## src/rtl/pdwm_pkg.sv

```systemverilog
// Package for the PWM duty window meter.
// Holds the register indexes, data width, reset values, framing bytes, divider constants and output sequencer codes.
// No dependencies.
`timescale 1ns / 1ps
`default_nettype none

package pdwm_pkg;

  // Configuration register indexes.
  localparam logic CFG_WINDOW_SIZE = 1'b0;
  localparam logic CFG_BLINK_TICKS = 1'b1;

  localparam int unsigned CfgDataW = 32;

  // Register reset values.
  localparam logic [15:0] WINDOW_RESET = 16'd60000;
  localparam logic [31:0] BLINK_RESET  = 32'd400000;

  // Framing bytes that follow the scaled count.
  localparam logic [7:0] BYTE_CR = 8'h0D;
  localparam logic [7:0] BYTE_LF = 8'h0A;

  // The scaled count is count / 235.
  // floor(x * 71393 / 2^24) equals floor(x / 235) for every 16-bit x.
  localparam logic [16:0] DIV_RECIP = 17'd71393;
  localparam int unsigned DivShift  = 24;

  // Which byte the output stage loads at its next handoff.
  typedef enum logic [2:0] {
    PH_IDLE = 3'b001,
    PH_CR   = 3'b010,
    PH_LF   = 3'b100
  } phase_t;

endpackage

`default_nettype wire

```

## src/rtl/pwm_duty_window_meter_top.sv

```systemverilog
// Top level of the PWM duty window meter: sampling counter, window close logic,
// blink timer and the output stage. Depends on pdwm_pkg.
`timescale 1ns / 1ps
`default_nettype none

// How the block is used
// ---------------------
// Every request on the input channel (in_valid/in_ready, payload pin_level) is one
// sample tick. For window_size ticks the block counts the ticks whose pin_level is
// high. The tick after that takes no sample: it closes the window, compares the
// count with the previous window's count and emits three requests on the output
// channel: the count divided by 235 (saturated at 255), then 0x0D, then 0x0A, with
// last set on 0x0A. A sampling tick emits one request with tx_valid low and last
// high. Every output request also carries the status: differs, fast_blink and the
// count of the last completed window.
// The output request is registered: it appears the cycle after the input is
// taken. A sampling tick is taken every cycle, as long as the receiver keeps up;
// a closing tick holds off the input while the 0x0D and 0x0A go out. The output
// register lets a new tick be taken in the same cycle that the waiting result is
// taken. When the receiver stalls (out_ready low) the result holds and in_ready
// drops until it leaves.
// The configuration port (cfg_we, cfg_index, cfg_data) writes window_size at
// index 0 and blink_ticks at index 1. Synchronous reset (rst) clears the
// counters and flags, empties the output stage and restores the register
// defaults of 60000 and 400000.
module pwm_duty_window_meter_top (
  input  wire logic                          clk,
  input  wire logic                          rst,
  // Input channel.
  input  wire logic                          in_valid,
  output logic                               in_ready,
  input  wire logic                          pin_level,
  // Output channel.
  output logic                               out_valid,
  input  wire logic                          out_ready,
  output logic [7:0]                         tx_byte,
  output logic                               tx_valid,
  output logic                               last,
  output logic                               differs,
  output logic                               fast_blink,
  output logic [15:0]                        window_count,
  // Configuration port.
  input  wire logic                          cfg_we,
  input  wire logic                          cfg_index,
  input  wire logic [pdwm_pkg::CfgDataW-1:0] cfg_data
);

  // Configuration registers.
  logic [15:0] window_size;
  logic [31:0] blink_ticks;

  // Measurement state.
  logic [15:0] sample_index;
  logic [15:0] running_count;
  logic [15:0] previous_count;
  logic        differs_flag;
  logic        blink_active;
  logic [31:0] blink_counter;

  logic [15:0] sample_index_next;
  logic [15:0] running_count_next;
  logic [15:0] previous_count_next;
  logic        differs_flag_next;
  logic        blink_active_next;
  logic [31:0] blink_counter_next;

  // Output stage.
  pdwm_pkg::phase_t phase;
  pdwm_pkg::phase_t phase_next;

  logic        in_fire;
  logic        out_fire;
  logic        closing;
  logic        aged_active;
  logic [31:0] aged_counter;
  logic [32:0] recip_product;
  logic [8:0]  quotient;
  logic [7:0]  scaled;

  // A new tick is taken only when no framing byte is still queued and the
  // output register is empty or being emptied this cycle.
  assign in_ready = (phase == pdwm_pkg::PH_IDLE) && (!out_valid || out_ready);
  assign in_fire  = in_valid && in_ready;
  assign out_fire = out_valid && out_ready;

  // The tick closes the window once the sample index reaches the window size.
  assign closing = !(sample_index < window_size);

  // Scale the finished count; the quotient peaks at 278, so it saturates.
  assign recip_product = {17'd0, running_count} * {16'd0, pdwm_pkg::DIV_RECIP};
  assign quotient      = recip_product[pdwm_pkg::DivShift +: 9];
  assign scaled        = quotient[8] ? 8'hFF : quotient[7:0];

  always_comb begin
    // The blink countdown runs at the start of every tick.
    aged_active  = blink_active;
    aged_counter = blink_counter;
    if (blink_active) begin
      if (blink_counter <= 32'd1) begin
        aged_active  = 1'b0;
        aged_counter = 32'd0;
      end else begin
        aged_counter = blink_counter - 32'd1;
      end
    end

    sample_index_next   = sample_index;
    running_count_next  = running_count;
    previous_count_next = previous_count;
    differs_flag_next   = differs_flag;
    blink_active_next   = aged_active;
    blink_counter_next  = aged_counter;

    if (!closing) begin
      sample_index_next = sample_index + 16'd1;
      if (pin_level) begin
        running_count_next = running_count + 16'd1;
      end
    end else begin
      sample_index_next   = 16'd0;
      differs_flag_next   = (running_count != previous_count);
      // A difference while the indication runs leaves its remaining time alone.
      if ((running_count != previous_count) && !aged_active) begin
        blink_active_next  = 1'b1;
        blink_counter_next = blink_ticks;
      end
      previous_count_next = running_count;
      running_count_next  = 16'd0;
    end
  end

  always_ff @(posedge clk) begin
    if (rst) begin
      window_size <= pdwm_pkg::WINDOW_RESET;
      blink_ticks <= pdwm_pkg::BLINK_RESET;
    end else if (cfg_we) begin
      case (cfg_index)
        pdwm_pkg::CFG_WINDOW_SIZE: window_size <= cfg_data[15:0];
        pdwm_pkg::CFG_BLINK_TICKS: blink_ticks <= cfg_data[31:0];
        default: ;
      endcase
    end
  end

  always_ff @(posedge clk) begin
    if (rst) begin
      sample_index   <= 16'd0;
      running_count  <= 16'd0;
      previous_count <= 16'd0;
      differs_flag   <= 1'b0;
      blink_active   <= 1'b0;
      blink_counter  <= 32'd0;
    end else if (in_fire) begin
      sample_index   <= sample_index_next;
      running_count  <= running_count_next;
      previous_count <= previous_count_next;
      differs_flag   <= differs_flag_next;
      blink_active   <= blink_active_next;
      blink_counter  <= blink_counter_next;
    end
  end

  // Output sequencer: after the scaled byte, the CR and LF go out in turn.
  always_comb begin
    phase_next = phase;
    case (phase)
      pdwm_pkg::PH_IDLE: begin
        if (in_fire && closing) begin
          phase_next = pdwm_pkg::PH_CR;
        end
      end
      pdwm_pkg::PH_CR: begin
        if (out_fire) begin
          phase_next = pdwm_pkg::PH_LF;
        end
      end
      pdwm_pkg::PH_LF: begin
        if (out_fire) begin
          phase_next = pdwm_pkg::PH_IDLE;
        end
      end
      default: phase_next = pdwm_pkg::PH_IDLE;
    endcase
  end

  always_ff @(posedge clk) begin
    if (rst) begin
      phase     <= pdwm_pkg::PH_IDLE;
      out_valid <= 1'b0;
    end else begin
      phase <= phase_next;
      if (in_fire) begin
        out_valid <= 1'b1;
      end else if (out_fire && (phase == pdwm_pkg::PH_IDLE)) begin
        out_valid <= 1'b0;
      end
    end
  end

  // Payload of the output register; the status fields hold across the framing bytes.
  always_ff @(posedge clk) begin
    if (in_fire) begin
      tx_byte      <= closing ? scaled : 8'd0;
      tx_valid     <= closing;
      last         <= !closing;
      differs      <= differs_flag_next;
      fast_blink   <= blink_active_next;
      window_count <= previous_count_next;
    end else if (out_fire && (phase == pdwm_pkg::PH_CR)) begin
      tx_byte <= pdwm_pkg::BYTE_CR;
      last    <= 1'b0;
    end else if (out_fire && (phase == pdwm_pkg::PH_LF)) begin
      tx_byte <= pdwm_pkg::BYTE_LF;
      last    <= 1'b1;
    end
  end

endmodule

`default_nettype wire

```

## config.mk

```make
export PLATFORM = sky130hd
export DESIGN_NAME = pwm_duty_window_meter_top
export DESIGN_NICKNAME = d
export VERILOG_FILES = /design/src/rtl/pdwm_pkg.sv /design/src/rtl/pwm_duty_window_meter_top.sv
export SDC_FILE = /design/constraint.sdc
export NUM_CORES = 1
export LEC_CHECK = 0
export CORE_ASPECT_RATIO = 0.8
export CORE_UTILIZATION = 54
export CTS_CLUSTER_SIZE = 40
export DETAILED_ROUTE_END_ITERATION = 10
export DONT_BUFFER_PORTS = 1
export GPL_TIMING_DRIVEN = 0
export PLACE_DENSITY_LB_ADDON = 0.15
export SYNTH_ARGS = -nofsm -noshare
export SYNTH_HDL_FRONTEND = slang
export SYNTH_SLANG_ARGS = --single-unit
```

## constraint.sdc

```tcl
create_clock -name clk -period 6.3 [get_ports clk]
set_input_delay 1.26 -clock clk [delete_from_list [all_inputs] [get_ports clk]]
set_output_delay 1.26 -clock clk [all_outputs]
set_load 0.005 [all_outputs]
```

[Yosys cells after proc, flatten, opt, wreduce, memory -nomap -nowiden]
Index checks and enable logic that the tools add are counted.
Storage, ports and cells
  register bits after elaboration: 162
  bits of input ports: 39
  output and inout port bits: 30
  logic and storage cells: 76
Operators by class
  add/sub/neg operators: 3
  $mul: 1
  magnitude comparators: 2
  equal/unequal tests: 8
  muxes and demuxes: 27
  bitwise logic cells: 1
  reduce and logical (&&, ||, !) cells: 18
Operators with widths (count)
  2-to-1 mux 32 bit: 4
  2-to-1 mux 16 bit: 4
  2-to-1 mux 8 bit: 5
  multiplier 16 x 17 -> 33 bit, second input constant: 1
  adder 16 x 1 -> 16 bit, second input constant: 2
  less-or-equal comparator 32 x 1 -> 1 bit, second input constant: 1
  subtractor 32 x 1 -> 32 bit, second input constant: 1
  less-than comparator 16 bit: 1
  inequality test 16 bit: 1
  2-to-1 mux 1 bit: 10
  2-to-1 mux 3 bit: 3
  one-hot mux 3 bit (3 select lines): 1
  logical AND 1 bit: 8
  inequality test 2 bit, second input constant: 3
  AND reduction 2 bit: 3
  equality test 3 x 1 -> 1 bit, second input constant: 1
  equality test 3 x 2 -> 1 bit, second input constant: 1
  equality test 3 bit, second input constant: 1
  zero test 1 bit: 3
  AND reduction 3 bit: 1
  nonzero test 3 bit: 1
  inequality test 2 x 1 -> 1 bit, second input constant: 1
  nonzero test 2 bit: 1
  logical OR 1 bit: 1
  inverter 1 bit: 1

[Longest topological paths before layout]
Gate-level depths: netlist of run 1.
  depth in word-level cells: 7
  depth in mapped cells: 21
  gate-level depth less buffers: 21

[Worst setup path before layout of run 1]
Ideal clock, no wire load.
  path type: register -> register
  start point: register running_count[5]
  end point: register tx_byte[3], data pin
  setup time: 0.313 ns
  data arrival time: 5.258 ns
  required time: 5.987 ns
  setup slack: 0.730 ns
  stages on the path, launching flop included: 20
  buffers on the path: 0
  period minus slack after synthesis: 5.570 ns
  cells stage by stage: dfxtp_1 ha_1 inv_1 fa_1 inv_1 fa_1 fa_1 fa_1 inv_1 fa_1 inv_1 ha_1 a21oi_1 o21ai_0 a221oi_1 a21boi_0 or2_2 o31ai_1 xor2_1 o211ai_1
On the way
  cells in the longest elaborated chain, start to end: 4
Ends and longest elaborated chain
  from (decl): RTL line pwm_duty_window_meter_top.sv:54  | logic [15:0] running_count;
  from (signal assigned): RTL line pwm_duty_window_meter_top.sv:155  | running_count <= running_count_next;
  multiplier 16 x 17 -> 33 bit: RTL line pwm_duty_window_meter_top.sv:90  | assign recip_product = {17'd0, running_count} * {16'd0, pdwm_pkg::DIV_RECIP};
  2-to-1 mux 8 bit: RTL line pwm_duty_window_meter_top.sv:92  | assign scaled = quotient[8] ? 8'hFF : quotient[7:0];
  2-to-1 mux 8 bit: RTL line pwm_duty_window_meter_top.sv:203  | tx_byte <= closing ? scaled : 8'd0;
  2-to-1 mux 8 bit: RTL line pwm_duty_window_meter_top.sv:202  | if (in_fire) begin
  to (signal assigned): RTL line pwm_duty_window_meter_top.sv:203
  to (signal assigned): RTL line pwm_duty_window_meter_top.sv:210  | tx_byte <= pdwm_pkg::BYTE_CR;
  to (signal assigned): RTL line pwm_duty_window_meter_top.sv:213  | tx_byte <= pdwm_pkg::BYTE_LF;
  to (decl): RTL line pwm_duty_window_meter_top.sv:36  | output logic [7:0] tx_byte,
No other way between the ends.
A chain may end at the register's enable or synchronous reset.

[Final worst setup path of run 1]
  start point: register running_count[15]
  end point: register tx_byte[6], data pin
Same word-level chain as after synthesis.

==> summary.md, run 1 <==
| Metric | Value |
|---|---|
| Final hold violation count | `0` |
| Worst Tran Pin Value | `0.8165 ns` |
| Leakage | `5.847 nW` |
| Critical Path End Type | `flip-flop` |
| Final RePlAce weighted congestion | `between 0.9 and 1` |
| Via density | `~5.6` |
| Overall Global Routing Usage | `0.2742` |
| Post-Synth XOR/XNOR Area | `0.05173` |
| Initial drt markers | `around 780` |
| DIE WIDTH | `roughly 160 microns` |
| Critical path startpoint category | `flip-flop` |
| TritonCTS clock tree | `yes` |
| I/O pins | `69` |
| Overall power | `approximately 2.3 mW` |
| Cell Area, Synth | `11340 sq um` |
| Ys flop type | `dfxtp_1` |
| Slew headroom | `0.4557` |
| First-pass GRT wire length | `~46000 microns` |
| Final period utilization | `0.9500` |
| Clock slew at reported path FFs | `0.07 ns` |
| Initial Util | `0.5496` |
| Sw frac | `0.2638` |
| Largest family of logic cells by synthesized area | `adder cells` |
| Post-DRT Antenna Nets | `0` |
| Achievable clock frequency | `0.1671 GHz` |
| P per Cell Area | `about 190 nW/um^2` |
| Crit path time final | `between 5 and 6 ns` |
| WL per Instance | `~17 microns` |
| Rows | `47` |
| Max Buffers Root-to-Sink | `2` |
| Maximum vdd drop | `0.1746 mV` |
| Worst path cell trace | `fa_1, inv_1, fa_1, inv_1, fa_1, inv_1, fa_1, inv_1, fa_1, ha_1, ha_1, nand4_1, nor2_2, o211ai_1, buf_4, a21oi_1, o21a_1, o211ai_1, buf_4, nor2_1, nor2_1` |
| Worst Path Max Fanout | `10` |
| P&R area growth vs syn | `8.382%` |
| Detailed Route WL | `between 20000 and 30000 microns` |
| Drt pass-1 iters | `7` |
| Yosys reg bits | `162` |
| Syn Nets | `~1500` |
| Internal power | `about 1.7 mW` |
| Fin Hold WS | `between 0.4 and 0.5 ns` |
| Syn. warnings | `0` |
| Crit path arrival time | `between 6 and 7 ns` |
| Hold_buf cts | `0` |
| Post-Synth Simple-Gate Area | `0.1777` |
| Initial antenna violation count | `0` |
| CTS sink cnt | `around 160` |
| Power share of the clock group | `0.447` |
| Worst skew pair latency | `roughly 0.43 ns` |
| Synth Area in Adders | `0.2770` |
| Global Route met2 Usage | `0.4014` |
| Syn Inst Count | `~1300` |
| Net Sw Power | `approximately 610 uW` |
| Critical setup path kind | `flip-flop to flip-flop` |
| Antenna diodes | `0` |
| Root buffer cell | `clkbuf_16` |
| Final core occ | `0.5957` |
| CTS Buf Count | `17` |
| Routed via count | `9048` |
| Vias in the first global route | `~8600` |
| Met1 usage | `0.4220` |
| Die height | `between 100 and 150 microns` |
| Pin count of the biggest net entering global routing | `29` |
| Yosys top cell by area | `dfxtp_1` |
| Mux share of post-synthesis cell area | `0.002757` |
| DRC Markers | `0` |
| Grt ovf | `0` |
| DP Wirelength | `between 20000 and 25000 microns` |
| Worst Path Required | `~6.5 ns` |
| Seq/Total Area, Yosys | `0.3106` |
| Synth Area in Compound Gates | `0.1103` |
| Synth top area share | `0.2365` |
| # setup viols final | `0` |
| # H-tree levels | `4` |
| Worst Skew | `0.01170 ns` |
| Synth area leaders | `dfxtp_1 (24%), ha_1 (15%), fa_1 (13%), edfxtp_1 (7.4%), nand2_1 (7.3%)` |
| Asr flop ratio synth | `0` |
| Pre-CTS setup slack | `-0.3115 ns` |
| Hold Path Class | `flip-flop to flip-flop` |
| Max Cap Viol | `0` |
| Flop pwr share | `0.484` |
| Share of cells above drive strength 1 | `0.04039` |
| Crit-path most repeated cell | `fa_1` |
| Gate power share | `0.068` |
| Final WS setup | `roughly 0.31 ns` |
| Slew Viols, Final | `0` |
| Most Used Layer, Global Route | `met1` |
| Worst path max stage delay | `0.58 ns` |
| Area of the die | `around 22000 sq um` |
| Core box area | `approximately 21000 sq um` |
| Run status | `completed` |
| Post-synth cell types | `54` |
| Port buffer count | `0` |
| Fillers | `1828` |
| Critical Path Slowest Stage Cell | `fa_1` |
| Final net count | `~1600` |
| Met3 Usage GRT | `0.04388` |
| Average size of a mapped cell | `between 8 and 9 sq um` |
| Number of synthesized flops with an enable pin | `28` |
-- flip-flops by register name, indices dropped and copies added (netlist names), 3 cells and up --
signal and count:
window_count 16, window_size 16, running_count 16, blink_counter 32, tx_byte 8, sample_index 16, blink_ticks 32, phase 3
previous_count 16
-- kinds of logic (layout without fill, tap and decap cells) --
group                    count (synthesis)  after routing
AND/OR/NAND/NOR                        455            455
buffers and inverters                  210            245
adder cells (fa/ha/maj)                208            208
AO/OA/AOI/OAI                          197            197
flip-flops                             162            162
XOR/XNOR                                67             67
multiplexers                             3              3
-- repair_timing --
item | in CTS | in global routing
setup buffers | 1 | 2
gates resized for setup | 5 | 4
gates cloned | 0 | 0
setup endpoints to repair | 8 | 7
pin swaps | 1 | 2
-- metal layers --
metal  vias to the layer above  wire length (microns)
met4                         0                    255
met3                        20                   1858
met1                      4284                  13920
met5                         -                      0
met2                       309                  12040
li1                       4435                      -
-- synth_stat cells, types with 7 or more instances --
master	instances
a21o_1	9
o211ai_1	15
a21oi_1	85
nor4_1	12
o21ai_0	19
xor2_1	50
nand2_1	220
or3_1	9
dfxtp_1	134
ha_1	136
inv_1	151
clkbuf_1	48
edfxtp_1	28
nand2b_1	7
a31oi_1	11
nand3_1	46
nor3_1	23
a311oi_1	15
nand4_1	16
nor2_1	89
fa_1	72
xnor2_1	17
a211oi_1	12
-- path summary, 6_finish.rpt --
check | cells past startpoint | to | startpoint | slack (ns)
hold / removal | 2 | blink_ticks[6] | blink_ticks[6] | 0.46
setup reg to reg | 21 | tx_byte[6] | running_count[15] | 0.31
setup / recovery | 21 | tx_byte[6] | running_count[15] | 0.31
hold reg to reg | 2 | blink_ticks[6] | blink_ticks[6] | 0.46
-- power groups by stage --
stage,Clock (mW),Combinational (mW),Sequential [mW]
5_1_grt,1.08,0.176,1.12
4_1_cts,1.04,0.155,1.11
3_3_place_gp,0,0.151,1.14
2_1_floorplan,0,0.113,1.13
3_5_place_dp,0,0.154,1.14
6_report,1.03,0.157,1.11
-- metrics by stage --
step | setup TNS [ns] | instance area, sq um | std cells
CTS | 0 | 12270 | 1604
detailed placement | -1.461 | 11680 | 1571
global route | -0.04332 | 12300 | 1606
global placement | -1.130 | 11680 | 1571
floorplan | 0 | 11340 | 1302
finish | 0 | 12300 | 1606
-- layout make-up --
type                    instances  area, sq um  area share
well taps                     269        336.6     0.02737
flip-flops and latches        162         3533      0.2874
plain buffers                  57        220.2     0.01791
inverters                     153        574.3     0.04671
multi-input cells             930         7037      0.5723
clock buffers                  18        429.2     0.03490
repair buffers                  3        22.52    0.001832
clock inverters                14        142.6     0.01160
-- layout by cell type, fill, tap and decap left out, types with 6 or more instances in the layout --
cell and instances:
fa_1 72, nor3_1 23, a21o_1 9, xnor2_1 17, a31oi_1 11, clkbuf_16 17, nor2_1 88, edfxtp_1 28
and3_1 6, nand2b_1 7, nor4_1 12, o211ai_1 15, nor2b_1 6, nand2_1 220, dfxtp_1 128, o32ai_1 6
a311oi_1 15, ha_1 136, inv_1 151, nand3_1 46, or4_1 6, o21ai_0 19, nand4_1 16, or3_1 9
clkbuf_1 48, a21oi_1 85, xor2_1 50, a211oi_1 12
-- critical path, delay by kind of cell, from the launching register on --
family / cells / cell delay, ns
fa+ha+maj: 7 / 3.20
compound gates: 4 / 0.84
buf+inv: 6 / 0.61
simple gates: 4 / 0.53
flops: 1 / 0.51
No activity file was read; power rests on OpenSTA's default activity.
==> run 2, diff against run 1 <==
--- a/config.mk
+++ b/config.mk
@@ -5,12 +5,14 @@
 export SDC_FILE = /design/constraint.sdc
 export NUM_CORES = 1
 export LEC_CHECK = 0
+export ABC_AREA = 1
 export CORE_ASPECT_RATIO = 0.8
 export CORE_UTILIZATION = 54
 export CTS_CLUSTER_SIZE = 40
 export DETAILED_ROUTE_END_ITERATION = 10
 export DONT_BUFFER_PORTS = 1
 export GPL_TIMING_DRIVEN = 0
+export MAX_ROUTING_LAYER = met4
 export PLACE_DENSITY_LB_ADDON = 0.15
 export SYNTH_ARGS = -nofsm -noshare
 export SYNTH_HDL_FRONTEND = slang
==> summary.md, run 2 <==
| Metric | Value |
|---|---|
| Run status | `completed` |
| Pin count of the biggest net entering global routing | `29 (unchanged)` |
| Setup tns final | `0 ns (unchanged)` |
| Area of the die | `24270 sq um (+12%)` |
| Yosys top cell by area | `dfxtp_1` |
| P&R area growth vs syn | `8.307% (about the same)` |
| Grt ovf | `0 (unchanged)` |
| # H-tree levels | `4 (unchanged)` |
| P per Cell Area | `203.7 nW/um^2 (+8.9%)` |
| Rows | `49 (+4.3%)` |
| Overall Global Routing Usage | `0.3113 (+0.03709)` |
| Synth top area share | `0.2100 (-0.02643)` |
| Vias in the first global route | `10605 (+23%)` |
| Dpl cell area | `13160 sq um (+13%)` |
| Achievable clock frequency | `0.1668 GHz (-0.16%)` |
| Largest regs | `blink_counter (32), blink_ticks (32)` |
| Worst Tran Pin Value | `0.8057 ns (-0.01076 ns)` |
| Cell Area, Synth | `12770 sq um (+13%)` |
| Syn Nets | `1965 (+27%)` |
| Yosys reg bits | `162 (unchanged)` |
| Number of synthesized flops with an enable pin | `28 (unchanged)` |
| # setup viols final | `0 (unchanged)` |
| Commonest non-fill, non-tap cells in the layout | `nand2_1 (341), inv_1 (301), nor2_1 (146)` |
| Crit path time final | `5.995 ns (+0.009858 ns)` |
| Asr flop ratio synth | `0 (unchanged)` |
| Drt pass-1 iters | `5 (-2)` |
| Worst Path Required | `6.45 ns (about the same)` |
| Critical Path End Type | `flip-flop` |
| Slew headroom | `0.4605 (+0.004812)` |
| Ys flop type | `dfxtp_1` |
| Setup Buffers After CTS | `0 (-1)` |
| Critical path startpoint category | `flip-flop` |
| Crit path arrival time | `6.14 ns (about the same)` |
| Final RePlAce weighted congestion | `0.9557 (+4.6%)` |
| Initial drt markers | `1090 (+40%)` |
| Die height | `139.6 microns (+6.0%)` |
| Worst skew pair latency | `0.43 ns (about the same)` |
| Hold Path Class | `flip-flop to flip-flop` |
| Max Cap Viol | `0 (unchanged)` |
| DP Wirelength | `28300 microns (+31%)` |
| Most common library cell in the layout ignoring fill and taps | `nand2_1` |
| Worst Skew | `0.009838 ns (-0.001857 ns)` |
| CTS Buf Count | `17 (unchanged)` |
| Via density | `5.575 (-1.0%)` |
| Initial antenna violation count | `0 (unchanged)` |
| Final period utilization | `0.9516 (+0.001565)` |
| Worst Path Max Fanout | `11 (+1)` |
| Max Buffers Root-to-Sink | `2 (unchanged)` |
| Average size of a mapped cell | `7.434 sq um (-15%)` |
| Initial Util | `0.5600 (+0.01040)` |
| Seq/Total Area, Yosys | `0.2759 (-0.03471)` |
| Antenna diodes | `0 (unchanged)` |
| CTS sink cnt | `162 (unchanged)` |
| Routed via count | `11462 (+27%)` |
| First-pass GRT wire length | `57190 microns (+25%)` |
| Share of cells above drive strength 1 | `0.04229 (+0.001897)` |
| Root buffer cell | `clkbuf_16` |
| WL per Instance | `17.40 microns (-0.41%)` |
| Clock slew at reported path FFs | `0.07 ns (about the same)` |
| Post-synth cell types | `40 (-26%)` |
| Leakage | `6.870 nW (+17%)` |
| DRC Markers | `0 (unchanged)` |
| Core box area | `22810 sq um (+10%)` |
| Synth area leaders | `dfxtp_1 (21%), ha_1 (13%), fa_1 (11%), nand2_1 (10%), inv_1 (8.8%)` |
| TritonCTS clock tree | `yes` |
| Port buffer count | `0 (unchanged)` |
| Critical setup path kind | `flip-flop to flip-flop` |
| Fin Hold WS | `0.4563 ns (-0.004936 ns)` |
| Post-route cell area | `13830 sq um (+13%)` |
| Commonest cells post-synth | `nand2_1 (341), inv_1 (301), nor2_1 (146), ha_1 (136), dfxtp_1 (134)` |
| Final net count | `1984 (+26%)` |
| Unrepaired setup endpoints after global routing | `false` |
| I/O pins | `69 (unchanged)` |
| DIE WIDTH | `173.9 microns (+6.0%)` |
| Slew Viols, Final | `0 (unchanged)` |
| Detailed Route WL | `35780 microns (+27%)` |
| Final hold violation count | `0 (unchanged)` |
| Syn Inst Count | `1718 (+32%)` |
| Maximum vdd drop | `0.2029 mV (+16%)` |
| Syn. warnings | `0 (unchanged)` |
| Post-DRT Antenna Nets | `0 (unchanged)` |
| Count leader, synth | `nand2_1` |
==> run 2: cell types whose count changed in the layout (fill, tap and decap cells not counted), sizes merged, moves of 12 or more <==
cell	before	now
clkbuf	66	54
a311oi	15	0
xor2	50	10
o21ai	20	84
inv	161	312
nand3	46	120
nand2	220	343
nor2	89	153
nand4	16	59
a21oi	85	121
==> run 2: repair_timing <==
action,in CTS,in global routing
hold buffers,0,0
gates resized for setup,0,1
endpoints found under the setup margin,0,3
==> run 2: report_power, final <==
part           switching, mW  internal, mW
Clock                  0.448         0.754
Combinational          0.337         0.142
Sequential            0.0355          1.10
Total                  0.821          2.00
==> run 2: worst paths after layout <==
check | cells after the start | startpoint | slack [ns] | endpoint
min | 2 | blink_ticks[23] | 0.46 | blink_ticks[23]
max | 22 | running_count[6] | 0.31 | tx_byte[3]
min reg2reg | 2 | blink_ticks[23] | 0.46 | blink_ticks[23]
max reg2reg | 22 | running_count[6] | 0.31 | tx_byte[3]
==> run 2: final cells by class <==
cell class | instances | area [sq um]
fillers | 2101 | 8974
inverters | 308 | 1156
flip-flops and latches | 162 | 3525
clock inverters | 10 | 191.4
multi-input cells | 1194 | 7843
well taps | 306 | 382.9
clock buffers | 22 | 485.5
plain buffers | 54 | 250.2
==> run 2: kinds of logic after synthesis <==
kind of cell | synth area share
compound gates | 0.1088
fa+ha+maj | 0.2461
simple gates | 0.2406
flops | 0.2759
buf+inv | 0.1101
xor+xnor | 0.01851
==> run 2: critical path, stage by stage, from the launching register on <==
cell,delay (ns)
dfxtp_1,0.71
ha_1,0.39
inv_1,0.09
fa_1,0.40
inv_1,0.09
fa_1,0.44
fa_1,0.47
fa_1,0.54
inv_1,0.05
fa_1,0.52
inv_1,0.04
ha_1,0.34
nand2_1,0.21
nor2_1,0.20
nand3b_1,0.10
nand3_1,0.24
nand2_1,0.12
nand3_1,0.10
nand2_1,0.05
nand2_1,0.25
nand3_1,0.18
nand2_1,0.09
nand2_1,0.08
==> run 2: metal layers <==
metal,vias up,global-route usage,share of wire
li1,5604,-,-
met1,5382,0.4828,0.50
met2,454,0.4124,0.39
met3,22,0.06694,0.099
met4,0,0.04755,0.0066
met5,-,-,0
==> run 2: stage by stage <==
step	cells	utilization	total power [mW]	setup WS (ns)
global route	2056	0.6065	2.933	0.003050
finish	2056	0.6065	2.818	0.3051
CTS	2056	0.6065	2.806	0.2285
floorplan	1718	-	1.497	1.343
detailed placement	2024	0.5768	1.623	0.2557
global placement	2024	0.5768	1.617	0.3132
